==> src/hdl/ipv4_rhc_pkg.sv <==
// Shared types, codes and helpers of the IPv4 receive header check.
package ipv4_rhc_pkg;

  // Header layout and fixed values
  localparam logic [5:0]  HEADER_MIN_BYTES = 6'd20;
  localparam logic [3:0]  VERSION_IPV4     = 4'd4;
  localparam logic [7:0]  PROTO_ICMP       = 8'd1;
  localparam logic [7:0]  PROTO_TCP        = 8'd6;
  localparam logic [7:0]  PROTO_UDP        = 8'd17;
  localparam logic [16:0] SUM_ALL_ONES     = 17'h0FFFF;

  // Byte positions inside the fixed header
  localparam int unsigned POS_VHL          = 0;
  localparam int unsigned POS_TOTAL_HI     = 2;
  localparam int unsigned POS_TOTAL_LO     = 3;
  localparam int unsigned POS_PROTOCOL     = 9;
  localparam int unsigned POS_SOURCE_FIRST = 12;
  localparam int unsigned POS_SOURCE_LAST  = 15;
  localparam int unsigned POS_DEST_FIRST   = 16;
  localparam int unsigned POS_DEST_LAST    = 19;

  typedef enum logic [2:0] {
    VERDICT_OK,
    VERDICT_SHORT,
    VERDICT_VERSION,
    VERDICT_IHL,
    VERDICT_CHECKSUM,
    VERDICT_NOT_OURS,
    VERDICT_TRUNCATED,
    VERDICT_TOTAL_BELOW_IHL
  } verdict_t;

  typedef enum logic [1:0] {
    CLASS_ICMP,
    CLASS_UDP,
    CLASS_TCP,
    CLASS_OTHER
  } proto_class_t;

  // Everything the verdict stage needs about one finished frame
  typedef struct packed {
    logic [15:0] frame_length;
    logic [7:0]  vhl_byte;
    logic [15:0] datagram_len;
    logic [7:0]  protocol;
    logic [31:0] source_address;
    logic [31:0] dest_address;
    logic        sum_ok;
  } frame_rec_t;

  // Header length in bytes from the version/IHL byte
  function automatic logic [5:0] header_bytes(input logic [7:0] vhl);
    return {vhl[3:0], 2'b00};
  endfunction

endpackage

==> src/hdl/ipv4_rhc_in_if.sv <==
// Byte stream channel into the header check.
interface ipv4_rhc_in_if;
  logic       valid;
  logic       ready;
  logic [7:0] frame_byte;
  logic       frame_last;

  modport source (output valid, output frame_byte, output frame_last, input ready);
  modport sink (input valid, input frame_byte, input frame_last, output ready);
endinterface

==> src/hdl/ipv4_rhc_out_if.sv <==
// Result channel out of the header check.
interface ipv4_rhc_out_if;
  logic        valid;
  logic        ready;
  logic [2:0]  verdict;
  logic [1:0]  protocol_class;
  logic [31:0] source_address;
  logic [5:0]  payload_offset;
  logic [15:0] payload_length;
  logic [15:0] frame_length;

  modport source (
    output valid, output verdict, output protocol_class, output source_address,
    output payload_offset, output payload_length, output frame_length, input ready
  );
  modport sink (
    input valid, input verdict, input protocol_class, input source_address,
    input payload_offset, input payload_length, input frame_length, output ready
  );
endinterface

==> src/hdl/ipv4_receive_header_check.sv <==
// The last byte pushes a record; the result register loads once it is popped.
// Throughput: one byte per cycle; a two-record queue decouples parsing from the
// verdict stage, so one-byte frames still stream at one per cycle.
// The input stalls while the queue holds two records, after a result was held back.
// Reset (rst, synchronous) clears the frame state, the queue, the result valid
// and the local address register.
module ipv4_receive_header_check #(
  parameter int unsigned LENGTH_BITS = 16
) (
  input  logic           clk,
  input  logic           rst,
  input  logic           cfg_wr_en,
  input  logic [31:0]    cfg_wr_data,
  ipv4_rhc_in_if.sink    frame_in,
  ipv4_rhc_out_if.source result_out
);

  logic [31:0]              local_address;
  logic                     push;
  ipv4_rhc_pkg::frame_rec_t push_rec;
  logic                     queue_full;
  logic                     queue_empty;
  logic                     pop;
  ipv4_rhc_pkg::frame_rec_t pop_rec;

  // Hold this host's address
  always_ff @(posedge clk) begin
    if (rst) begin
      local_address <= '0;
    end else if (cfg_wr_en) begin
      local_address <= cfg_wr_data;
    end
  end

  ipv4_rhc_front #(
    .LENGTH_BITS (LENGTH_BITS)
  ) u_front (
    .clk        (clk),
    .rst        (rst),
    .frame_in   (frame_in),
    .queue_full (queue_full),
    .push       (push),
    .push_rec   (push_rec)
  );

  ipv4_rhc_queue u_queue (
    .clk      (clk),
    .rst      (rst),
    .push     (push),
    .push_rec (push_rec),
    .full     (queue_full),
    .empty    (queue_empty),
    .pop      (pop),
    .pop_rec  (pop_rec)
  );

  ipv4_rhc_back u_back (
    .clk           (clk),
    .rst           (rst),
    .local_address (local_address),
    .queue_empty   (queue_empty),
    .rec           (pop_rec),
    .pop           (pop),
    .result_out    (result_out)
  );

endmodule

==> src/hdl/ipv4_rhc_front.sv <==
// Front part: parses header bytes, keeps the checksum and pushes a record per frame.
module ipv4_rhc_front #(
  parameter int unsigned LENGTH_BITS = 16
) (
  input  logic                     clk,
  input  logic                     rst,
  ipv4_rhc_in_if.sink              frame_in,
  input  logic                     queue_full,
  output logic                     push,
  output ipv4_rhc_pkg::frame_rec_t push_rec
);

  localparam logic [LENGTH_BITS-1:0] COUNT_MAX = '1;

  logic [LENGTH_BITS-1:0] byte_count;
  logic [16:0]            sum_acc;
  logic [7:0]             high_byte_hold;
  logic [7:0]             vhl_byte;
  logic [15:0]            datagram_len;
  logic [7:0]             protocol;
  logic [31:0]            source_address;
  logic [31:0]            dest_address;
  logic                   sum_ok;

  logic [LENGTH_BITS-1:0] byte_count_next;
  logic [16:0]            sum_acc_next;
  logic [7:0]             high_byte_hold_next;
  logic [7:0]             vhl_byte_next;
  logic [15:0]            datagram_len_next;
  logic [7:0]             protocol_next;
  logic [31:0]            source_address_next;
  logic [31:0]            dest_address_next;
  logic                   sum_ok_next;

  logic                   accept;
  logic [7:0]             b;
  logic [5:0]             hdr_len;
  logic                   in_header;
  logic [17:0]            sum_wide;
  logic [16:0]            sum_fold;

  assign frame_in.ready = !queue_full;
  assign accept         = frame_in.valid && frame_in.ready;
  assign push           = accept && frame_in.frame_last;
  assign b              = frame_in.frame_byte;

  // Add the current header word with end-around carry
  assign sum_wide = {1'b0, sum_acc} + {2'b00, high_byte_hold, b};
  assign sum_fold = {1'b0, sum_wide[15:0]} + {15'd0, sum_wide[17:16]};

  // Work out the state after this byte
  always_comb begin
    byte_count_next     = byte_count;
    sum_acc_next        = sum_acc;
    high_byte_hold_next = high_byte_hold;
    vhl_byte_next       = vhl_byte;
    datagram_len_next   = datagram_len;
    protocol_next       = protocol;
    source_address_next = source_address;
    dest_address_next   = dest_address;
    sum_ok_next         = sum_ok;

    if (byte_count == LENGTH_BITS'(ipv4_rhc_pkg::POS_VHL)) begin
      vhl_byte_next = b;
    end
    hdr_len   = ipv4_rhc_pkg::header_bytes(vhl_byte_next);
    in_header = byte_count < LENGTH_BITS'(hdr_len);

    if (in_header) begin
      if (!byte_count[0]) begin
        high_byte_hold_next = b;
      end else begin
        sum_acc_next = sum_fold;
        if (byte_count == LENGTH_BITS'(hdr_len - 6'd1)) begin
          sum_ok_next = (sum_fold == ipv4_rhc_pkg::SUM_ALL_ONES);
        end
      end
    end

    if (byte_count == LENGTH_BITS'(ipv4_rhc_pkg::POS_TOTAL_HI) ||
        byte_count == LENGTH_BITS'(ipv4_rhc_pkg::POS_TOTAL_LO)) begin
      datagram_len_next = {datagram_len[7:0], b};
    end else if (byte_count == LENGTH_BITS'(ipv4_rhc_pkg::POS_PROTOCOL)) begin
      protocol_next = b;
    end else if (byte_count >= LENGTH_BITS'(ipv4_rhc_pkg::POS_SOURCE_FIRST) &&
                 byte_count <= LENGTH_BITS'(ipv4_rhc_pkg::POS_SOURCE_LAST)) begin
      source_address_next = {source_address[23:0], b};
    end else if (byte_count >= LENGTH_BITS'(ipv4_rhc_pkg::POS_DEST_FIRST) &&
                 byte_count <= LENGTH_BITS'(ipv4_rhc_pkg::POS_DEST_LAST)) begin
      dest_address_next = {dest_address[23:0], b};
    end

    // Saturate the frame length
    if (byte_count != COUNT_MAX) begin
      byte_count_next = byte_count + LENGTH_BITS'(1);
    end
  end

  // Record of the finished frame, taken on the last byte
  always_comb begin
    push_rec.frame_length   = 16'(byte_count_next);
    push_rec.vhl_byte       = vhl_byte_next;
    push_rec.datagram_len   = datagram_len_next;
    push_rec.protocol       = protocol_next;
    push_rec.source_address = source_address_next;
    push_rec.dest_address   = dest_address_next;
    push_rec.sum_ok         = sum_ok_next;
  end

  // Advance on each transfer, clear after the last byte
  always_ff @(posedge clk) begin
    if (rst || push) begin
      byte_count     <= '0;
      sum_acc        <= '0;
      high_byte_hold <= '0;
      vhl_byte       <= '0;
      datagram_len   <= '0;
      protocol       <= '0;
      source_address <= '0;
      dest_address   <= '0;
      sum_ok         <= 1'b0;
    end else if (accept) begin
      byte_count     <= byte_count_next;
      sum_acc        <= sum_acc_next;
      high_byte_hold <= high_byte_hold_next;
      vhl_byte       <= vhl_byte_next;
      datagram_len   <= datagram_len_next;
      protocol       <= protocol_next;
      source_address <= source_address_next;
      dest_address   <= dest_address_next;
      sum_ok         <= sum_ok_next;
    end
  end

endmodule

==> src/hdl/ipv4_rhc_queue.sv <==
// Two-entry queue of frame records between the parser and the verdict stage.
module ipv4_rhc_queue (
  input  logic                     clk,
  input  logic                     rst,
  input  logic                     push,
  input  ipv4_rhc_pkg::frame_rec_t push_rec,
  output logic                     full,
  output logic                     empty,
  input  logic                     pop,
  output ipv4_rhc_pkg::frame_rec_t pop_rec
);

  ipv4_rhc_pkg::frame_rec_t entries [2];
  logic                     wr_ptr;
  logic                     rd_ptr;
  logic [1:0]               count;

  assign full    = (count == 2'd2);
  assign empty   = (count == 2'd0);
  assign pop_rec = entries[rd_ptr];

  // Store pushed records
  always_ff @(posedge clk) begin
    if (push) begin
      entries[wr_ptr] <= push_rec;
    end
  end

  // Advance pointers and occupancy
  always_ff @(posedge clk) begin
    if (rst) begin
      wr_ptr <= 1'b0;
      rd_ptr <= 1'b0;
      count  <= 2'd0;
    end else begin
      if (push) begin
        wr_ptr <= !wr_ptr;
      end
      if (pop) begin
        rd_ptr <= !rd_ptr;
      end
      case ({push, pop})
        2'b10:   count <= count + 2'd1;
        2'b01:   count <= count - 2'd1;
        default: count <= count;
      endcase
    end
  end

endmodule

==> src/hdl/ipv4_rhc_back.sv <==
// Back part: judges each frame record and holds the result for transfer.
module ipv4_rhc_back (
  input  logic                     clk,
  input  logic                     rst,
  input  logic [31:0]              local_address,
  input  logic                     queue_empty,
  input  ipv4_rhc_pkg::frame_rec_t rec,
  output logic                     pop,
  ipv4_rhc_out_if.source           result_out
);

  ipv4_rhc_pkg::verdict_t     verdict_next;
  ipv4_rhc_pkg::proto_class_t class_next;
  logic [5:0]                 hdr_len;
  logic [15:0]                hdr_len_wide;

  assign hdr_len      = ipv4_rhc_pkg::header_bytes(rec.vhl_byte);
  assign hdr_len_wide = {10'd0, hdr_len};

  // Take a record when the output slot is free or being emptied
  assign pop = !queue_empty && (!result_out.valid || result_out.ready);

  // Apply the checks in priority order
  always_comb begin
    if (rec.frame_length < {10'd0, ipv4_rhc_pkg::HEADER_MIN_BYTES}) begin
      verdict_next = ipv4_rhc_pkg::VERDICT_SHORT;
    end else if (rec.vhl_byte[7:4] != ipv4_rhc_pkg::VERSION_IPV4) begin
      verdict_next = ipv4_rhc_pkg::VERDICT_VERSION;
    end else if (hdr_len < ipv4_rhc_pkg::HEADER_MIN_BYTES ||
                 hdr_len_wide > rec.frame_length) begin
      verdict_next = ipv4_rhc_pkg::VERDICT_IHL;
    end else if (!rec.sum_ok) begin
      verdict_next = ipv4_rhc_pkg::VERDICT_CHECKSUM;
    end else if (rec.dest_address != local_address) begin
      verdict_next = ipv4_rhc_pkg::VERDICT_NOT_OURS;
    end else if (rec.datagram_len > rec.frame_length) begin
      verdict_next = ipv4_rhc_pkg::VERDICT_TRUNCATED;
    end else if (rec.datagram_len < hdr_len_wide) begin
      verdict_next = ipv4_rhc_pkg::VERDICT_TOTAL_BELOW_IHL;
    end else begin
      verdict_next = ipv4_rhc_pkg::VERDICT_OK;
    end
  end

  // Map the protocol number to a handler class
  always_comb begin
    unique case (rec.protocol)
      ipv4_rhc_pkg::PROTO_ICMP: class_next = ipv4_rhc_pkg::CLASS_ICMP;
      ipv4_rhc_pkg::PROTO_UDP:  class_next = ipv4_rhc_pkg::CLASS_UDP;
      ipv4_rhc_pkg::PROTO_TCP:  class_next = ipv4_rhc_pkg::CLASS_TCP;
      default:                  class_next = ipv4_rhc_pkg::CLASS_OTHER;
    endcase
  end

  // Hold the result until transfer
  always_ff @(posedge clk) begin
    if (rst) begin
      result_out.valid <= 1'b0;
    end else if (pop) begin
      result_out.valid <= 1'b1;
    end else if (result_out.ready) begin
      result_out.valid <= 1'b0;
    end
  end

  always_ff @(posedge clk) begin
    if (pop) begin
      result_out.verdict      <= verdict_next;
      result_out.frame_length <= rec.frame_length;
      if (verdict_next == ipv4_rhc_pkg::VERDICT_OK) begin
        result_out.protocol_class <= class_next;
        result_out.source_address <= rec.source_address;
        result_out.payload_offset <= hdr_len;
        result_out.payload_length <= rec.datagram_len - hdr_len_wide;
      end else begin
        result_out.protocol_class <= '0;
        result_out.source_address <= '0;
        result_out.payload_offset <= '0;
        result_out.payload_length <= '0;
      end
    end
  end

endmodule

==> src/flat_wrapper.sv <==
// flat-port wrapper written by rule: the top's interface ports become plain ports
module ipv4_receive_header_check_flat 
#(
  parameter int unsigned LENGTH_BITS = 16
)
  (clk, rst, cfg_wr_en, cfg_wr_data, frame_in_valid, frame_in_frame_byte, frame_in_frame_last, frame_in_ready, result_out_valid, result_out_verdict, result_out_protocol_class, result_out_source_address, result_out_payload_offset, result_out_payload_length, result_out_frame_length, result_out_ready);
  ipv4_rhc_in_if frame_in_i ();
  ipv4_rhc_out_if result_out_i ();
  input  logic clk;
  input  logic rst;
  input  logic cfg_wr_en;
  input  logic [31:0] cfg_wr_data;
  input wire logic [$bits(frame_in_i.valid)-1:0] frame_in_valid;
  input wire logic [$bits(frame_in_i.frame_byte)-1:0] frame_in_frame_byte;
  input wire logic [$bits(frame_in_i.frame_last)-1:0] frame_in_frame_last;
  output wire logic [$bits(frame_in_i.ready)-1:0] frame_in_ready;
  output wire logic [$bits(result_out_i.valid)-1:0] result_out_valid;
  output wire logic [$bits(result_out_i.verdict)-1:0] result_out_verdict;
  output wire logic [$bits(result_out_i.protocol_class)-1:0] result_out_protocol_class;
  output wire logic [$bits(result_out_i.source_address)-1:0] result_out_source_address;
  output wire logic [$bits(result_out_i.payload_offset)-1:0] result_out_payload_offset;
  output wire logic [$bits(result_out_i.payload_length)-1:0] result_out_payload_length;
  output wire logic [$bits(result_out_i.frame_length)-1:0] result_out_frame_length;
  input wire logic [$bits(result_out_i.ready)-1:0] result_out_ready;
  assign frame_in_i.valid = frame_in_valid;
  assign frame_in_i.frame_byte = frame_in_frame_byte;
  assign frame_in_i.frame_last = frame_in_frame_last;
  assign frame_in_ready = frame_in_i.ready;
  assign result_out_valid = result_out_i.valid;
  assign result_out_verdict = result_out_i.verdict;
  assign result_out_protocol_class = result_out_i.protocol_class;
  assign result_out_source_address = result_out_i.source_address;
  assign result_out_payload_offset = result_out_i.payload_offset;
  assign result_out_payload_length = result_out_i.payload_length;
  assign result_out_frame_length = result_out_i.frame_length;
  assign result_out_i.ready = result_out_ready;
  ipv4_receive_header_check #(.LENGTH_BITS(LENGTH_BITS)) u_core (.clk(clk), .rst(rst), .cfg_wr_en(cfg_wr_en), .cfg_wr_data(cfg_wr_data), .frame_in(frame_in_i), .result_out(result_out_i));
endmodule
==> config.mk <==
export PLATFORM = sky130hd
export DESIGN_NAME = ipv4_receive_header_check_flat
export DESIGN_NICKNAME = d
export VERILOG_FILES = /design/src/hdl/ipv4_rhc_pkg.sv /design/src/hdl/ipv4_rhc_in_if.sv /design/src/hdl/ipv4_rhc_out_if.sv /design/src/hdl/ipv4_receive_header_check.sv /design/src/hdl/ipv4_rhc_front.sv /design/src/hdl/ipv4_rhc_queue.sv /design/src/hdl/ipv4_rhc_back.sv /design/src/flat_wrapper.sv
export SDC_FILE = /design/constraint.sdc
export NUM_CORES = 1
export LEC_CHECK = 0
export BUFFER_PORTS_ARGS = -buffer_cell sky130_fd_sc_hd__buf_4
export CORE_ASPECT_RATIO = 1.25
export CORE_MARGIN = 3
export CORE_UTILIZATION = 50
export CTS_BUF_LIST = sky130_fd_sc_hd__clkbuf_4 sky130_fd_sc_hd__clkbuf_8
export DETAILED_ROUTE_END_ITERATION = 10
export PLACE_DENSITY = 0.79
export SLEW_MARGIN = 20
export SYNTH_ARGS = -nofsm -noshare
export SYNTH_HDL_FRONTEND = slang
export SYNTH_SLANG_ARGS = --single-unit
==> constraint.sdc <==
create_clock -name clk -period 10.5 [get_ports clk]
set_clock_uncertainty 0.15 [all_clocks]
set_input_delay 2.1 -clock clk [delete_from_list [all_inputs] [get_ports clk]]
set_output_delay 2.1 -clock clk [all_outputs]
set_load 0.01 [all_outputs]
Yosys cells after proc, flatten, opt, wreduce, memory -nomap -nowiden. Memories as Yosys holds them, arrays and structs flattened. A register that Yosys moved wholly into a read port is not among the register bits. Index checks and enable logic that the tools add are counted.

Register bits: 250. Latch bits: 0. Memory bits (writable): 226. ROM bits: 0. Input bits: 46. Output and inout bits: 77. Memories: 1.

$add $sub $neg: 7. Multiply operators: 0. Divide/modulo/power cells: 0. Magnitude comparators: 10. Equal/unequal tests: 14. Shift-type cells: 0. Mux-type cells: 30. Bitwise operators: 1. Reduce and logical (&&, ||, !) cells: 21.

Memories: u_core.u_queue.entries (words 2, width 113, rd ports 1, clocked after memory_dff 1, write ports 1, RTL line ipv4_rhc_queue.sv:13) `ipv4_rhc_pkg::frame_rec_t entries [2];`.

Operator list (number): 32-bit two-way mux (7); 16-bit by 2-bit == test with 1-bit output (second input constant) (2); 16-bit by 6-bit less-than comparator with 1-bit output (2); 16-bit two-way mux (2); 32-bit inequality test (1); 8-bit two-way mux (3); 3-bit two-way mux (7); 17-bit by 16-bit adder with 18-bit output (1); 16-bit by 2-bit adder with 17-bit output (1); 17-bit by 16-bit == test with 1-bit output (second input constant) (1); 16-bit by 1-bit adder with 16-bit output (second input constant) (1); 16-bit == test (1); 16-bit by 4-bit == test with 1-bit output (second input constant) (1); 16-bit by 4-bit >= comparator with 1-bit output (second input constant) (1); 16-bit by 5-bit >= comparator with 1-bit output (second input constant) (1); 16-bit greater-than comparator (1); 6-bit by 16-bit greater-than comparator with 1-bit output (1); 16-bit by 4-bit less-or-equal comparator with 1-bit output (second input constant) (1); 16-bit by 5-bit less-or-equal comparator with 1-bit output (second input constant) (1); 16-bit logical NOT (1); 16-bit by 5-bit less-than comparator with 1-bit output (second input constant) (1); 16-bit inequality test (second input constant) (1); 16-bit by 6-bit subtractor with 16-bit output (1); 1-bit two-way mux (9); other kinds (20) (34).

Depth between registers and ports, before layout.
Word-level depth: 9. Depth in mapped cells: 23.

Modules after synthesis. From an unflattened synthesis, not the netlist that was laid out.

Cells, all modules: 1824. Area, all modules: 21939.8 µm².

By module, submodules not included: ipv4_rhc_queue (instances 1, cells an instance 374, area each 8642.0 µm²); ipv4_rhc_front (instances 1, cells an instance 1023, area each 8171.6 µm²); ipv4_rhc_back (instances 1, cells an instance 324, area each 3962.6 µm²); ipv4_receive_header_check (instances 1, cells an instance 103, area each 1163.6 µm²).

Worst setup path before layout. OpenSTA, ideal clock, no wires.

Path kind: input-to-reg. From: input frame_in_valid. To: memory u_core.u_queue.entries[0][0] (netlist bit) (enable). Library setup time: 586 ps. Arrival time: 7216 ps. Data required time: 9764 ps. Setup slack: 2547 ps. Stages on the path: 4. Cells stage by stage: and2_1 clkbuf_1 nand2_1 nor2_1.

Cells in the longest elaborated chain, start to end: 4.

RTL lines: from (decl) (RTL line flat_wrapper.sv:13) `input wire logic [$bits(frame_in_i.valid)-1:0] frame_in_valid;`; 1-bit logical AND (RTL line ipv4_rhc_front.sv:43) `assign accept = frame_in.valid && frame_in.ready;`; 1-bit logical AND (RTL line ipv4_rhc_front.sv:44) `assign push = accept && frame_in.frame_last;`; 1-bit two-way mux (RTL line ipv4_rhc_queue.sv:24) `if (push) begin`; 1-bit two-way mux (not written as such) (RTL line ipv4_rhc_queue.sv:25) `entries[wr_ptr] <= push_rec;`; to (decl) (RTL line ipv4_rhc_queue.sv:13).

Every way passes these cells.

==> results.py <==
metrics = {
    "status": {
        "outcome": "complete, no violations",
    },
    "sta": {
        "worst_pin_slew_ps": 1144,
        "setup_tns_ps": 0,
        "min_period_ps": 6229,
        "hold_violations": 0,
        "slew_viol_final": 0,
        "period_share": 0.5933,
        "fmax_ghz": 0.1605,
        "setup_viol": 0,
        "grt_setup_unrepaired": "no",
        "max-slew-margin-rel": 0.2346,
    },
    "finish": {
        "multi_input_area_mm2": 0.008139,
        "syn_to_final_growth_pct": 13.34,
        "drive_above_1_share": 0.2053,
        "nets": 2005,
        "regArea_mm2": 0.01251,
        "fillCellCount": 3260,
        "final_area_mm2": 0.02398,
    },
    "cts": {
        "cts_tree": "built",
        "clkTransAtPathRegs_ps": 60,
        "cts_num_sinks": 475,
        "cts.htree.levels": 3,
        "postCtsHoldBufs": 0,
        "clockBufferDepth": 3,
        "postCtsSetupRepairBufs": 0,
        "cts_buffers": 71,
        "cts_resized": 0,
        "clock_latency_ps": 640,
        "root_buffer": "clkbuf_8",
    },
    "synth": {
        "synth-seq-cells": 475,
        "synth_cell_types": 77,
        "synth_cells": 1786,
        "seq_area_frac_synth": 0.5910,
        "ys.flop_type": "edfxtp_1",
        "async_flop_share": 0,
        "ys_warn_count": 0,
        "synth_edf_count": 299,
        "syn-mean-instance-area_um2": 11.84,
        "syn_area_mm2": 0.02115,
    },
    "setup_path": {
        "critPathKind": "input port to flip-flop",
        "r2r_cells": 13,
        "cp-start-kind": "input port",
        "critPathRequiredTime_ps": 10830,
        "endpoint_kind": "flip-flop",
        "cpMaxStageDelayCell": "fa_1",
        "r2r_end": "u_core.u_back.result_out.source_address[9]",
        "cpPeakStageDelay_ps": 440,
        "reg2reg_setup_slack_ps": 5240,
        "arrival_ps": 6560,
        "path_max_fanout": 8,
        "path_cells": "buf_4, ha_1, inv_1, fa_1, nor2b_4, o2111ai_4, a31o_2, a21o_1, a21boi_0, o21ai_0, a21oi_1, nor2_1, xnor2_1, ha_1, fa_1, inv_1, nor2_1, nand3_1, nor4_4, nand4_1, nor3_1, o21ai_1, a2111oi_2, mux2_2",
    },
    "detailed_routing": {
        "firstDrtPassIters": 5,
        "antenna_left": 0,
        "via_per_inst": 5.508,
        "wl_per_cell_um": 18.28,
        "num_vias": 13860,
        "drc_errors": 0,
        "wirelength_um": 45990,
        "first_iter_violations": 787,
    },
    "grt": {
        "track_usage": 0.2016,
        "first_global_vias": 13850,
        "overflow": 0,
        "antenna_found_initial": 1,
        "grt_max_degree": 83,
        "grt_pass1_wl_um": 72420,
    },
    "hold_path": {
        "holdCritStartpoint": "u_core.u_front.dest_address[25]",
        "hold_depth": 2,
        "hp-class": "flip-flop to flip-flop",
        "hold_end": "u_core.u_front.dest_address[25]",
    },
    "power": {
        "ir_drop_v": 0.0002404,
        "power_density_mw_per_mm2": 219.7,
        "finalPower_mw": 5.267,
        "p_leak_nw": 8.786,
    },
    "floorplan": {
        "die-area_mm2": 0.04483,
        "core.rowCount": 83,
        "die_x_um": 190.0,
        "die_h_um": 236.0,
        "coreArea_mm2": 0.04144,
        "initial_core_util": 0.5105,
        "ioPinCount": 123,
    },
    "placed_design": {
        "place_hpwl_um": 30580,
        "dpl_cell_area_mm2": 0.02251,
        "io_buffers": 120,
        "place_congestion": 0.8938,
    },
    "flow_run": {
        "cap_violations": 0,
    },
}
layout make-up:
| class | count | area share |
|---|---|---|
| Sequential cell | 475 | 0.5216 |
| Multi-Input combinational cell | 1178 | 0.3395 |
| Clock buffer | 108 | 0.05547 |
| Timing Repair Buffer | 134 | 0.04196 |
| Tap cell | 552 | 0.02881 |
| Inverter | 44 | 0.006889 |
| Clock inverter | 24 | 0.005688 |
| Antenna cell | 1 | 0.0001044 |
routing by layer:
layer,share of wire,vias up,global-route usage
met5,0,-,0
met4,0.035,0,0.08539
met2,0.51,379,0.3497
met3,0.046,106,0.03196
li1,-,6642,-
met1,0.41,6730,0.2492
cells in the mapped netlist (all sizes together) (3+ instances only):
cell / n / area (um^2)
a21o: 10 / 75.07
fa: 3 / 60.06
o2111ai: 3 / 50.05
a21oi: 104 / 520.5
xnor2: 70 / 620.6
and4: 3 / 28.78
or3: 9 / 61.31
nor3b: 3 / 22.52
and2: 8 / 50.05
ha: 52 / 650.6
and3b: 4 / 35.03
nor4b: 3 / 26.28
o21ai: 33 / 165.2
inv: 44 / 165.2
buf: 39 / 205.2
a31oi: 9 / 62.56
a21boi: 3 / 26.27
nor2: 229 / 859.6
a311oi: 4 / 52.56
xor2: 21 / 191.4
o21a: 6 / 45.04
edfxtp: 299 / 8979
dfxtp: 176 / 3523
mux2i: 137 / 1371
nand4: 18 / 112.6
nand2: 165 / 619.3
nor2b: 11 / 76.32
a211oi: 18 / 135.1
nand3: 20 / 110.1
nor3: 47 / 245.2
nand3b: 4 / 30.03
and3: 4 / 25.02
nand2b: 17 / 106.4
mux2: 109 / 1227
nor4: 24 / 198.9
clkbuf: 51 / 191.4
cell families after synthesis:
family,Yosys count,share of synthesized area
muxes,246,0.1228
DFF,475,0.5910
buffers and inverters,134,0.02656
AOI/OAI and AO/OA,209,0.06199
adders and majority gates,55,0.03360
and+or+nand+nor,575,0.1255
other,1,0.0001773
xor gates and xnor gates,91,0.03839
power by group:
part / internal, mW / switching [mW] / leakage (nW)
combinational: 0.552 / 0.804 / 3.73
clock: 0.817 / 0.698 / 0.771
sequential: 2.28 / 0.117 / 4.29
total: 3.65 / 1.62 / 8.79
how the worst max path moves through the flow:
stage | startpoint | to | slack [ps] | cells past startpoint
final | frame_in_frame_byte[0] | u_core.u_queue.entries[1][0] | 4270 | 24
after global routing | frame_in_frame_byte[0] | u_core.u_queue.entries[1][0] | 3950 | 24
after CTS | frame_in_frame_byte[0] | u_core.u_queue.entries[1][0] | 4320 | 24
after floorplan | frame_in_valid | u_core.u_queue.entries[0][0] | 2550 | 4
after detailed placement | frame_in_frame_byte[0] | u_core.u_queue.entries[1][0] | 3670 | 24
after global placement | frame_in_frame_byte[0] | u_core.u_queue.entries[0][0] | 3750 | 24
sequential cells by signal, summed over array words and instances (netlist names), 16 cells and up, named ones only:
| signal | flops |
|---|---|
| u_core.u_queue.entries | 226 |
| u_core.local_address | 32 |
| u_core.u_front.sum_acc | 17 |
| u_core.u_back.result_out.payload_length | 16 |
| u_core.u_front.byte_count | 16 |
| u_core.u_back.result_out.frame_length | 16 |
| u_core.u_front.source_address | 32 |
| u_core.u_front.dest_address | 32 |
| u_core.u_back.result_out.source_address | 32 |
| u_core.u_front.datagram_len | 16 |
stage by stage:
step | cells | worst slack (ps) | hold WS (ps) | util
3_3_place_gp | 2383 | 3753 | 288.7 | 0.5432
4_1_cts | 2515 | 4320 | 305.5 | 0.5786
5_1_grt | 2516 | 3947 | 320.5 | 0.5786
6_report | 2516 | 4271 | 304.2 | 0.5786
2_1_floorplan | 1787 | 2547 | 282.9 | -
3_5_place_dp | 2383 | 3668 | 296.6 | 0.5432
worst max-delay path: cells and delay by family:
family                     cells  cell delay, ps
muxes                          1             250
buffers and inverters          3             270
adders and majority gates      4            1060
and+or+nand+nor                7            1200
AOI/OAI and AO/OA              8            1540
xor gates and xnor gates       1             160
layout by cell type, fill, tap and decap left out, drive strengths merged, types with 5 or more instances in the layout:
cell	n
a211oi	18
inv	47
nand3	20
dfxtp	176
or3	9
xnor2	70
a31oi	9
nor2b	11
xor2	21
nand2	165
mux2i	137
a21oi	104
ha	52
o21ai	33
nor3	47
nor2	229
clkinv	16
nor4	24
a21o	10
o21a	6
clkinvlp	5
nand2b	17
nand4	18
clkbuf	108
edfxtp	299
and2	8
buf	134
mux2	109
(Power assumes the default switching activity.)
